==> src/rtl/vn_pkg.sv <==
// vn_pkg: shared constants for the vec3_normalize block
// no dependencies; imported by every module of the block

package vn_pkg;

    // width of the unit and magnitude result fields
    localparam int OUT_WIDTH   = 16;

    // depth of the queue between front and back, and its pointer width
    localparam int QUEUE_DEPTH = 4;
    localparam int QPTR_WIDTH  = 2;

endpackage

==> src/rtl/vn_front.sv <==
// vn_front: accepts vectors, splits sign and magnitude, sums the squares
// and flags the zero vector; depends on vn_pkg

module vn_front
    import vn_pkg::*;
#(
    parameter int COMPONENT_WIDTH = 16
)
(
    input  logic                                   clk,
    input  logic                                   rst_n,
    input  logic                                   push,
    output logic                                   full,
    input  logic [COMPONENT_WIDTH-1:0]             x_in,
    input  logic [COMPONENT_WIDTH-1:0]             y_in,
    input  logic [COMPONENT_WIDTH-1:0]             z_in,
    output logic                                   f_push,
    input  logic                                   f_full,
    output logic [2:0][COMPONENT_WIDTH-1:0]        f_mag,
    output logic [2:0]                             f_neg,
    output logic [2*COMPONENT_WIDTH-1:0]           f_sum,
    output logic                                   f_zero
);

    localparam int CW = COMPONENT_WIDTH;

    logic                      en;
    logic [2:0][CW-1:0]        comp;
    logic [2:0][CW-1:0]        mag_next;
    logic [2:0][2*CW-1:0]      sq_next;

    logic                      a_valid_reg;
    logic [2:0][CW-1:0]        a_mag_reg;
    logic [2:0]                a_neg_reg;
    logic [2:0][2*CW-1:0]      a_sq_reg;

    logic                      b_valid_reg;
    logic [2:0][CW-1:0]        b_mag_reg;
    logic [2:0]                b_neg_reg;
    logic [2*CW-1:0]           b_sum_reg;
    logic                      b_zero_reg;

    // whole front advances unless the last stage is blocked by the queue
    assign en     = !(b_valid_reg && f_full);
    assign full   = !en;
    assign f_push = b_valid_reg && !f_full;

    assign comp[0] = x_in;
    assign comp[1] = y_in;
    assign comp[2] = z_in;

    // magnitude and square of each component
    always_comb
    begin
        for (int i = 0; i < 3; i++)
        begin
            mag_next[i] = comp[i][CW-1] ? (~comp[i] + CW'(1)) : comp[i];
            sq_next[i]  = (2*CW)'(mag_next[i]) * (2*CW)'(mag_next[i]);
        end
    end

    // stage valid bits
    always_ff @(posedge clk or negedge rst_n)
    begin
        if (!rst_n)
        begin
            a_valid_reg <= 1'b0;
            b_valid_reg <= 1'b0;
        end
        else if (en)
        begin
            a_valid_reg <= push;
            b_valid_reg <= a_valid_reg;
        end
    end

    // stage payload: squares, then their sum and the zero class
    always_ff @(posedge clk)
    begin
        if (en)
        begin
            for (int i = 0; i < 3; i++)
            begin
                a_mag_reg[i] <= mag_next[i];
                a_neg_reg[i] <= comp[i][CW-1];
                a_sq_reg[i]  <= sq_next[i];
            end
            b_mag_reg  <= a_mag_reg;
            b_neg_reg  <= a_neg_reg;
            b_sum_reg  <= a_sq_reg[0] + a_sq_reg[1] + a_sq_reg[2];
            b_zero_reg <= (a_mag_reg == '0);
        end
    end

    assign f_mag  = b_mag_reg;
    assign f_neg  = b_neg_reg;
    assign f_sum  = b_sum_reg;
    assign f_zero = b_zero_reg;

    // zero class agrees with the sum of squares
    a_zero_sum: assert property (@(posedge clk) disable iff (!rst_n)
        b_valid_reg |-> (b_zero_reg == (b_sum_reg == '0)))
        else $error("zero flag disagrees with sum of squares");

endmodule

==> config.mk <==
export PLATFORM = sky130hd
export DESIGN_NAME = vn_front
export DESIGN_NICKNAME = d
export VERILOG_FILES = /design/src/rtl/vn_pkg.sv /design/src/rtl/vn_front.sv
export SDC_FILE = /design/constraint.sdc
export NUM_CORES = 2
export LEC_CHECK = 0
export BUFFER_PORTS_ARGS = -buffer_cell sky130_fd_sc_hd__clkbuf_2
export CAP_MARGIN = 20
export CORE_MARGIN = 2
export CORE_UTILIZATION = 45
export CTS_CLUSTER_DIAMETER = 200
export DETAILED_ROUTE_END_ITERATION = 6
export PLACE_DENSITY_LB_ADDON = 0.15
export RECOVER_POWER = 100
export SETUP_SLACK_MARGIN = 0.4
export SYNTH_ARGS = -nofsm -noshare
export SYNTH_HDL_FRONTEND = slang
export SYNTH_SLANG_ARGS = --single-unit
==> constraint.sdc <==
create_clock -name clk -period 6.22 [get_ports clk]
set_input_delay 0.622 -clock clk [delete_from_list [all_inputs] [get_ports clk]]
set_output_delay 0.622 -clock clk [all_outputs]
set_load 0.05 [all_outputs]
Word level (Yosys, flattened, before mapping)
Index checks and enable logic that the tools add are counted.
- $add $sub $neg: 5
- multipliers: 3
- muxes and demuxes: 3
- bitwise gates (word level): 3
- reductions and logical operators: 4
- operators by type and width (cell ; count):
    multiplier 16 x 16 -> 32 bit ; 3
    adder 32 bit ; 2
    adder 16 x 1 -> 16 bit, second input constant ; 3
    zero test 48 bit ; 1
    two-way mux 16 bit ; 3
    NOT 16 bit ; 3
    logical AND 1 bit ; 2
    zero test 1 bit ; 1
- register bits: 233
- input bits: 52
- output and inout port bits: 86
- word-level logic and storage cells: 33

Depth between registers and ports, before layout
- depth after elaboration: 4
- mapped depth: 32
- depth with buffers taken out: 31

Worst setup path before layout
OpenSTA, ideal clock, no wires.
- path kind: in2reg
- start point: input z_in[0]
- end point: register a_sq_reg[94] (netlist name), data pin
- setup time: 259 ps
- arrival: 8165 ps
- required time: 5961 ps
- setup slack: -2204 ps
- stages: 30
- buffers on the path: 2
- path through: inv_1 clkbuf_1 ha_1 or3b_4 or2_1 or3b_1 nand2_1 nand2_1 xnor2_2 buf_4 nor2_1 inv_1 fa_1 fa_1 inv_1 fa_1 fa_1 fa_1 inv_1 fa_1 inv_1 ha_1 a21o_1 a21o_1 a2111oi_2 nor3_1 a221o_2 a41o_1 a31o_1 xor2_1
- RTL lines (element ; line ; source):
    from (decl) ; vn_front.sv:16 ; input logic [COMPONENT_WIDTH-1:0] z_in,
    to (signal, indexed assignment) ; vn_front.sv:86 ; a_sq_reg[i] <= sq_next[i];
    to (decl) ; vn_front.sv:35 ; logic [2:0][2*CW-1:0] a_sq_reg;

==> metrics.md <==
| Metric | Value |
|---|---|
| Most frequent CP cell | `fa_1` |
| # diodes | `0` |
| Initial DRC Count | `between 900 and 1,000` |
| CTS Sinks | `between 200 and 250` |
| Routability Congestion | `0.899` |
| Residual DRC | `0` |
| Final WS setup | `-1.01 ns` |
| Hold crit path type | `in2reg` |
| I/O Pins | `between 100 and 150` |
| Total wire length | `82.2 mm` |
| DPL Wire Length | `68.3 mm` |
| Share of Yosys cell area claimed by the top area cell type | `0.336` |
| Final hold viol count | `0` |
| CP max-delay cell | `fa_1` |
| DRT Pass-1 Iters | `5` |
| Hold Slack | `0.280 ns` |
| Max-cap check violation count | `0` |
| Layout Nets | `a little under 5,000` |
| Crit start category | `input pin` |
| Layout area overhead | `35.5%` |
| Min cycle time layout | `7.23 ns` |
| Area of the core | `between 60,000 and 70,000 um^2` |
| Vias | `23,800` |
| Max Clock Freq | `about 140 MHz` |
| CTS Buf Count | `28` |
| TNS Setup | `-27.50 ns` |
| Post-synth cell types | `85` |
| Largest register FFs | `90` |
| Syn avg cell area | `10.2 um^2` |
| Row cnt | `96` |
| Largest cells by area after synthesis | `fa_1 34%, edfxtp_1 22%, ha_1 13%, inv_1 8.7%, nand2_1 3.3%` |
| Cells after DPL | `4,657` |
| Syn Inst Count | `a little over 3,000` |
| Die H | `267 um` |
| GRT Total Usage | `0.238` |
| Vias per inst | `4.93` |
| CP bufs+invs | `7` |
| Register area share after synthesis | `0.219` |
| Global route overflow | `0` |
| Top cell family by delay on the critical path | `adder cells` |
| Die width | `267 um` |
| Antenna-violating nets left | `0` |
| Commonest non-fill, non-tap cell in the layout | `inv_1` |
| Worst EP arrival | `~7.5 ns` |
| Clock Skew | `0.0102 ns` |
| TritonCTS clock tree | `yes` |
| Final period util | `1.16` |
| Worst-Margin Slew | `1.15 ns` |
| Largest area contributor in the netlist | `fa_1` |
| Final setup violation count | `54` |
| Root buffer cell | `clkbuf_16` |
| IO buf count | `between 100 and 150` |
| EDFF count, synth | `between 200 and 250` |
| Most frequent cells in the layout | `652 x inv_1, 641 x buf_4, 497 x fa_1, 274 x ha_1, 225 x edfxtp_1` |
| Critical Path Fanout Max | `3` |
| Failing checks | `setup timing` |
| Yosys reg bits | `227` |
| Layout cells sized above 1 | `0.342` |
| Reg clk slew, reported paths | `around 0.06 ns` |
| CP max stage delay | `0.55 ns` |
| Maximum number of pins on one net before global-route repair | `89` |
| CP required | `6.53 ns` |
| Initial Utilization | `0.453` |
| Max_slew headroom | `0.223` |
| Share of flip-flops with an asynchronous set or reset | `0.00881` |
| Synthesized area | `31,000 um^2` |
| Crit path kind | `in2reg` |
| Drt wl/cell | `17.0 um` |
| Slew Limit Fails | `0` |
| DIE AREA | `71,100 um^2` |
| RSZ-0062 raised after global routing | `yes` |
| Clk_lat worst skew | `roughly 0.58 ns` |
| Global-route wire length before repair | `133 mm` |
| Worst Setup End Kind | `flop` |
| Leading register cell type out of synthesis | `edfxtp_1` |
| Vias in the first global route | `approximately 26,000` |
| Final cell count without fillers | `4,831` |
| Status | `finished, violations left` |
| Initial antenna violation count | `1` |
| Bufs on Longest Clock Path | `3` |
| YS warnings | `0` |
| Htree depth | `1` |
| # fillers | `5,629` |
-- routing by layer --
metal | part of all wire | track usage | routed length [um] | vias up
met5 | 0 | 0 | 0 | -
met1 | 0.43 | 0.312 | 35000 | 11903
met3 | 0.043 | 0.0321 | 3530 | 122
met4 | 0.036 | 0.0773 | 2970 | 0
met2 | 0.50 | 0.408 | 40700 | 418
li1 | - | - | - | 11357
-- area by class of cell --
type	count	area [um^2]	share of cell area
Multi-Input combinational cell	2060	23700	0.564
Sequential cell	227	6810	0.162
Timing Repair Buffer	869	6620	0.157
Inverter	742	2840	0.0675
Tap cell	882	1100	0.0263
Clock buffer	35	748	0.0178
Clock inverter	16	219	0.00521
-- metrics by stage --
step                worst slack, ns  utilization  instance area (um^2)
floorplan                     -1.53            -                 32200
global placement              -1.59        0.559                 38300
detailed placement            -1.74        0.559                 38300
CTS                           -1.01        0.595                 40700
global route                  -1.23        0.614                 42000
finish                        -1.01        0.614                 42000
-- logic make-up (layout without fill, tap and decap cells) --
group / after synthesis / count (layout) / share of synthesized area
AOI/OAI and AO/OA: 355 / 355 / 0.0750
DFF: 227 / 227 / 0.219
muxes: 4 / 4 / 0.00133
xor gates and xnor gates: 163 / 163 / 0.0478
and+or+nand+nor: 663 / 663 / 0.0959
buffers and inverters: 791 / 1662 / 0.0961
adders and majority gates: 839 / 839 / 0.464
other: 2 / 36 / 0.000242
-- repair_timing --
item                                   4_1_cts  5_1_grt
pin swaps                                  140      126
gates resized for setup                    221      224
setup buffers                               73       48
hold buffers                                 1        0
setup endpoints to repair                   63       68
endpoints found under the hold margin        2        0
-- worst reg2reg max path, cell delays in order, from the launching register on --
cell,delay (ns)
edfxtp_1,0.43
fa_1,0.48
ha_1,0.34
o21ai_0,0.19
nor2_1,0.13
a21oi_1,0.40
a2111oi_0,0.17
dlymetal6s2s_1,0.22
o31ai_1,0.60
o221ai_1,0.23
a21oi_1,0.27
xnor2_1,0.09
-- worst paths after layout --
| kind | start | end | slack [ns] | cells after the start |
|---|---|---|---|---|
| min in group asynchronous | rst_n | b_valid_reg$_DFFE_PN0N_ | 0.36 | 2 |
| setup / recovery | z_in[1] | a_sq_reg[94]$_DFFE_PN_ | -1.01 | 30 |
| max in group asynchronous | rst_n | a_valid_reg$_DFFE_PN0N_ | 5.74 | 2 |
| setup reg to reg | a_sq_reg[36]$_DFFE_PN_ | f_sum[31]$_DFFE_PN_ | 2.41 | 11 |
| hold / removal | push | a_valid_reg$_DFFE_PN0N_ | 0.28 | 2 |
| hold reg to reg | a_neg_reg[1]$_DFFE_PN_ | f_neg[1]$_DFFE_PN_ | 0.43 | 0 |
-- cells in the mapped netlist (all sizes together), types with 4 or more instances --
| library cell | number |
|---|---|
| a2111oi | 4 |
| a211o | 5 |
| a211oi | 13 |
| a21boi | 5 |
| a21o | 55 |
| a21oi | 116 |
| a31oi | 9 |
| and2 | 14 |
| and3 | 11 |
| buf | 7 |
| clkbuf | 42 |
| clkinv | 14 |
| edfxtp | 225 |
| fa | 521 |
| ha | 318 |
| inv | 728 |
| nand2 | 275 |
| nand2b | 20 |
| nand3 | 18 |
| nand4 | 20 |
| nor2 | 222 |
| nor2b | 13 |
| nor3 | 21 |
| nor4 | 22 |
| o21a | 19 |
| o21ai | 58 |
| o21bai | 16 |
| o31a | 4 |
| o31ai | 17 |
| o41ai | 5 |
| or2 | 9 |
| or3 | 4 |
| xnor2 | 107 |
| xor2 | 56 |
Power is not shown: default switching activity piles up to over one toggle a cycle in this logic, so the estimate is an artifact.
