[src/rtl/vn_pkg.sv]
// vn_pkg: shared constants for the vec3_normalize block
// no dependencies; imported by every module of the block

package vn_pkg;

    // width of the unit and magnitude result fields
    localparam int OUT_WIDTH   = 16;

    // depth of the queue between front and back, and its pointer width
    localparam int QUEUE_DEPTH = 4;
    localparam int QPTR_WIDTH  = 2;

endpackage

[src/rtl/vn_queue.sv]
// vn_queue: short register queue between front and back
// depends on vn_pkg for its depth

module vn_queue
    import vn_pkg::*;
#(
    parameter int DATA_WIDTH = 8
)
(
    input  logic                  clk,
    input  logic                  rst_n,
    input  logic                  wr,
    output logic                  q_full,
    input  logic [DATA_WIDTH-1:0] wr_data,
    input  logic                  rd,
    output logic                  q_empty,
    output logic [DATA_WIDTH-1:0] rd_data
);

    logic [DATA_WIDTH-1:0]  mem_reg [0:QUEUE_DEPTH-1];
    logic [QPTR_WIDTH-1:0]  wr_ptr_reg;
    logic [QPTR_WIDTH-1:0]  rd_ptr_reg;
    logic [QPTR_WIDTH:0]    count_reg;
    logic                   do_wr;
    logic                   do_rd;

    assign q_full  = (count_reg == (QPTR_WIDTH+1)'(QUEUE_DEPTH));
    assign q_empty = (count_reg == '0);
    assign do_wr   = wr && !q_full;
    assign do_rd   = rd && !q_empty;
    assign rd_data = mem_reg[rd_ptr_reg];

    // pointers and fill count
    always_ff @(posedge clk or negedge rst_n)
    begin
        if (!rst_n)
        begin
            wr_ptr_reg <= '0;
            rd_ptr_reg <= '0;
            count_reg  <= '0;
        end
        else
        begin
            if (do_wr)
                wr_ptr_reg <= wr_ptr_reg + QPTR_WIDTH'(1);
            if (do_rd)
                rd_ptr_reg <= rd_ptr_reg + QPTR_WIDTH'(1);
            if (do_wr && !do_rd)
                count_reg <= count_reg + (QPTR_WIDTH+1)'(1);
            else if (do_rd && !do_wr)
                count_reg <= count_reg - (QPTR_WIDTH+1)'(1);
        end
    end

    // entry storage
    always_ff @(posedge clk)
    begin
        if (do_wr)
            mem_reg[wr_ptr_reg] <= wr_data;
    end

    // pointer distance matches the count
    a_count_ptr: assert property (@(posedge clk) disable iff (!rst_n)
        (wr_ptr_reg - rd_ptr_reg) == count_reg[QPTR_WIDTH-1:0])
        else $error("queue pointers disagree with count");

    // front never offers a transaction into a full queue
    a_no_overrun: assert property (@(posedge clk) disable iff (!rst_n)
        wr |-> !q_full)
        else $error("write into full queue");

endmodule

[config.mk]
export PLATFORM = sky130hd
export DESIGN_NAME = vn_queue
export DESIGN_NICKNAME = d
export VERILOG_FILES = /design/src/rtl/vn_pkg.sv /design/src/rtl/vn_queue.sv
export SDC_FILE = /design/constraint.sdc
export NUM_CORES = 1
export LEC_CHECK = 0
export BUFFER_PORTS_ARGS = -buffer_cell sky130_fd_sc_hd__buf_4
export CAP_MARGIN = 10
export CORE_ASPECT_RATIO = 1.25
export CORE_MARGIN = 2
export CORE_UTILIZATION = 50
export CTS_CLUSTER_SIZE = 16
export DETAILED_ROUTE_END_ITERATION = 10
export GPL_TIMING_DRIVEN = 1
export PLACE_DENSITY = 0.85
export SYNTH_ARGS = -nofsm -noshare
export SYNTH_HDL_FRONTEND = slang
export SYNTH_SLANG_ARGS = --single-unit
[constraint.sdc]
create_clock -name clk -period 1.9 [get_ports clk]
set_input_delay 0.285 -clock clk [delete_from_list [all_inputs] [get_ports clk]]
set_output_delay 0.285 -clock clk [all_outputs]
set_load 0.03 [all_outputs]
; ---- Word-level counts from Yosys, hierarchy flattened
; Memory sizes are Yosys's and may differ from the RTL's.
; Index checks and enable logic that the tools add are counted.
[op_classes]
addsub = 4
n_eq_ne = 1
n_mux = 4
n_reduce_logical = 10
[ops]
columns = op, n
row1 = 3-bit 2-to-1 mux, 2
row2 = 2-bit by 1-bit adder with 2-bit output (second input constant), 2
row3 = 1-bit logical AND, 4
row4 = 1-bit logical NOT, 4
row5 = 3-bit by 1-bit adder with 3-bit output (second input constant), 1
row6 = 3-bit == test (second input constant), 1
row7 = 3-bit logical NOT, 1
row8 = 3-bit by 1-bit subtractor with 3-bit output (second input constant), 1
row9 = 1-bit 2-to-1 mux, 2
row10 = 2-bit nonzero test, 1
[totals]
reg_bits = 7
ramBits = 32
input_bits = 12
output_inout_bits = 10
wordCells = 23
n_memories = 1
[mem_list]
columns = memory, words, word_bits, rd, rd_ports_with_merged_regs, write_ports, line
row1 = mem_reg, 4, 8, 1, 0, 1, vn_queue.sv:20  ; logic [DATA_WIDTH-1:0] mem_reg [0:QUEUE_DEPTH-1];

; ---- Depth between registers and ports, before layout
[depth]
word_depth = 7
depth_mapped = 9
mapped_depth_nobuf = 8

; ---- Least setup slack after synthesis
; Ideal clock, no wire load.
[synth_path]
path_type = register -> register
start = register count_reg[0]
end = register count_reg[2]
setup_time_ps = 79
t_arrival_ps = 2430
t_required_ps = 1821
slack_ps = -609
stages_incl_launch_ff = 9
n_path_buf = 0
period_less_slack_ps = 2509
path_cell_list = dfrtp_1 -> nor3_1 -> nand2b_1 -> ha_1 -> inv_1 -> fa_1 -> xor2_1 -> nor2_1 -> xor2_1
[synth_between]
elab_chain_cells = 6
word_cells_on_any_way = 15
classes_between = 2 x add/sub / 1 x eq/ne / 2 x mux / 10 x reduce/logical
[synth_lines]
columns = element, line
row1 = start: declaration, vn_queue.sv:23  ; logic [QPTR_WIDTH:0] count_reg;
row2 = start signal: assignment, vn_queue.sv:49  ; count_reg <= count_reg + (QPTR_WIDTH+1)'(1);
row3 = start signal: assignment, vn_queue.sv:51  ; count_reg <= count_reg - (QPTR_WIDTH+1)'(1);
row4 = 3-bit logical NOT (*), vn_queue.sv:28  ; assign q_empty = (count_reg == '0);
row5 = via q_empty, vn_queue.sv:16  ; output logic q_empty,
row6 = 1-bit logical NOT (*), vn_queue.sv:30  ; assign do_rd = rd && !q_empty;
row7 = 1-bit logical AND (*), vn_queue.sv:30
row8 = 1-bit logical NOT, vn_queue.sv:48  ; if (do_wr && !do_rd)
row9 = 1-bit logical AND, vn_queue.sv:48
row10 = 3-bit 2-to-1 mux or 2-bit nonzero test (tied branches), --
; The timed path passes the listed nets; every way through them passes the cells marked *. The select of a mux whose other input is x is not followed.
; A chain may end at the register's enable or synchronous reset.

; ---- Worst setup path in the final report
[layout_path]
start = register count_reg[0]
end = register count_reg[1]
[layout_between]
elab_chain_cells = 6
word_cells_on_any_way = 15
classes_between = 2 x add/sub / 1 x eq/ne / 2 x mux / 10 x reduce/logical
[layout_lines]
columns = element
row1 = branches (longest 6 deep; another with 3-bit by 1-bit subtractor with 3-bit output)
; Parallel ways; which one is timed is not known. The select of a mux whose other input is x is not followed.

==> flow_metrics.env <==
export IMPL_r2r_end="count_reg[1]"
export IMPL_ios=22
export IMPL_grtUsageTotal_pct=17.5
export IMPL_drtIter0Drc=21
export IMPL_avgSynthCellArea_sq_um=20.6
export IMPL_synthArstFlopShare_pct=17.9
export IMPL_core_area_sq_um=2970
export IMPL_synth_area_top_cells="edfxtp_1, mux4_2, dfrtp_1"
export IMPL_p_sw_mw=1.14
export IMPL_slew_violations=0
export IMPL_grt_start_max_net_pins=12
export IMPL_final_util_pct=68.9
export IMPL_arrival_ps=2160
export IMPL_final_antenna_net_count=0
export IMPL_synth_cell_types=20
export IMPL_grt_pass1_vias=896
export IMPL_dp_hpwl_mm=1.81
export IMPL_num_vias=815
export IMPL_ir_drop_mv=0.960
export IMPL_yosysWarningCount=0
export IMPL_fp_dieH_um=67.0
export IMPL_hold_viol=0
export IMPL_synth_fp_nets=95
export IMPL_wire_per_inst_um=17.3
export IMPL_die_x_um=54.4
export IMPL_p_comb_share_pct=47.3
export IMPL_status="finished with violations"
export IMPL_violations="negative setup slack"
export IMPL_drtPass1Iterations=3
export IMPL_synth_largest_area_cell="edfxtp_1"
export IMPL_rrSetupSlack_ps=-40
export IMPL_cts_sinks=39
export IMPL_fin_worst_skew_ps=7.42
export IMPL_reg2reg_depth=7
export IMPL_hp_class="in -> reg"
export IMPL_setup_viol=1
export IMPL_die_area_sq_um=3650
export IMPL_swShare_pct=33.8
export IMPL_synth_main_ff_cell="edfxtp_1"
export IMPL_clock_root_buffer="clkbuf_4"
export IMPL_place_area_sq_um=1830
export IMPL_cts_buffer_depth=2
export IMPL_post_place_cells=133
export IMPL_htreeDepth=2
export IMPL_layoutNonFillerInstCount=154
export IMPL_initial_utilization_pct=53.5
export IMPL_worstSetupPathType="reg -> reg"
export IMPL_fin_crit_ps=1940
export IMPL_vias_per_cell=5.29
export IMPL_power_density_nw_per_um2=1650
export IMPL_cp_required_ps=2120
export IMPL_area_delta_synth_final_pct=29.0
export IMPL_post_route_period_util_pct=102
export IMPL_drcViolationCount=0
export IMPL_holdPathStages=1
export IMPL_synthCells=77
export IMPL_ys_ff_latch=39
export IMPL_cp_start_kind="flip-flop"
export IMPL_tightest_slew_ps=427
export IMPL_crit_path_max_fanout=4
export IMPL_syn_area_sq_um=1590
export IMPL_synth_edff_count=32
export IMPL_drive_above_1_share_pct=55.9
export IMPL_fillers=190
export IMPL_finalInstanceArea_sq_um=2050
export IMPL_p_int_mw=2.24
export IMPL_cts_tree="done"
export IMPL_largest_reg_flops=32
export IMPL_ff_latch_area_sq_um=1140
export IMPL_finalWirelength_mm=2.66
export IMPL_yosysTopAreaCellShare_pct=60.5
export IMPL_antenna_found_initial=0
export IMPL_r2r_start="count_reg[0]"
export IMPL_multiInputGateArea_sq_um=465
export IMPL_fin_nets=135
export IMPL_seqPwrFrac_pct=39.1
export IMPL_antenna_cells=0
export IMPL_hold_slack_ps=148
export IMPL_grt_pass1_wl_mm=4.13
export IMPL_port_buffers=21
export IMPL_cts_buffers=5
export IMPL_max_slew_margin_pct=71.5
export IMPL_synth_seq_area_share_pct=71.5
export IMPL_power_frac_clock_pct=13.6
export IMPL_worstSkewPairLatency_ps=330
export IMPL_grt_setup_unrepaired="true"
export IMPL_critPathCaptureType="flip-flop"
export IMPL_path_clk_slew_ps=110
export IMPL_fmax_mhz=516
export IMPL_place_congestion=0.655
export IMPL_fin_ws_ps=-38.3
export IMPL_min_from="wr_data[4]"
export IMPL_power_mw=3.38
export IMPL_drv_cap=0
export IMPL_p_leak_nw=0.788
export IMPL_overflow=0
export IMPL_min_to="mem_reg[0][4]"
export IMPL_rows=22
Yosys cell counts, drive strengths merged (2+ instances only):
cell	instances
xnor2	4
edfxtp	32
buf	2
ha	5
dfrtp	7
and2	4
mux2	2
xor2	2
mux4	8
inv	3
worst max-delay path: stages (launching register included):
cell and delay, ps:
dfrtp_2 460, buf_6 130, nor3b_4 250, nor2b_4 80, ha_4 160, inv_2 50, fa_2 420, mux2_4 280
cells by family after synthesis:
| kind of cell | synth area share [%] |
|---|---|
| xor+xnor | 3.31 |
| simple gates | 5.04 |
| buf+inv | 1.97 |
| flops | 71.5 |
| fa+ha+maj | 5.20 |
| mux | 13.0 |
metal layers:
layer	routed length, um	GRT usage [%]	up-vias
li1	-	-	371
met1	1000	18.5	421
met2	1540	30.1	21
met3	103	6.73	2
met4	21	7.50	0
met5	0	0	-
placed cells by master, fill, tap and decap left out, types with 2 or more instances in the layout:
cell / synthesis / final
clkbuf_8: 0 / 2
buf_4: 0 / 25
clkbuf_4: 0 / 5
inv_1: 3 / 2
mux2_4: 1 / 2
xor2_1: 2 / 2
dfrtp_2: 0 / 3
and2_2: 4 / 3
buf_6: 1 / 9
mux4_2: 8 / 8
ha_1: 5 / 4
dfrtp_1: 7 / 4
xnor2_1: 4 / 4
edfxtp_1: 32 / 32
power groups by stage:
stage                     combinational, mW  sequential (mW)  clock (mW)
final                                  1.60             1.32       0.458
after global routing                   1.72             1.34       0.510
after detailed placement               1.27             1.37           0
after global placement                 1.23             1.34           0
after floorplan                       0.940             1.28           0
after CTS                              1.37             1.34       0.472
through the flow:
step           worst slack, ps  setup TNS, ps
2_1_floorplan             -127           -253
3_3_place_gp              68.8              0
3_5_place_dp             -75.5          -75.5
4_1_cts                  -10.2          -10.2
5_1_grt                  -97.2           -337
6_report                 -38.3          -38.3
worst max-delay path by stage:
stage / slack, ps / endpoint / depth (start not counted) / startpoint
global placement: 70 / count_reg[2] / 8 / count_reg[1]
detailed placement: -80 / count_reg[2] / 8 / count_reg[1]
floorplan: -130 / count_reg[1] / 7 / count_reg[1]
global route: -100 / count_reg[1] / 7 / count_reg[0]
CTS: -10 / count_reg[2] / 8 / count_reg[1]
finish: -40 / count_reg[1] / 7 / count_reg[0]
final cells by class:
cell class                      instances  share of cell area (%)
Inverter                                3                   0.549
Timing Repair Buffer                   36                    15.6
Multi-Input combinational cell         32                    22.7
Clock buffer                            8                    3.36
Sequential cell                        39                    55.6
Tap cell                               36                    2.20
what timing repair did:
item	CTS	global route
gates cloned	0	0
gates resized for setup	2	13
setup endpoints to repair	10	10
pin swaps	1	5
endpoints found under the hold margin	7	0
setup buffers	4	8
hold buffers	1	0
(Power assumes the default switching activity.)
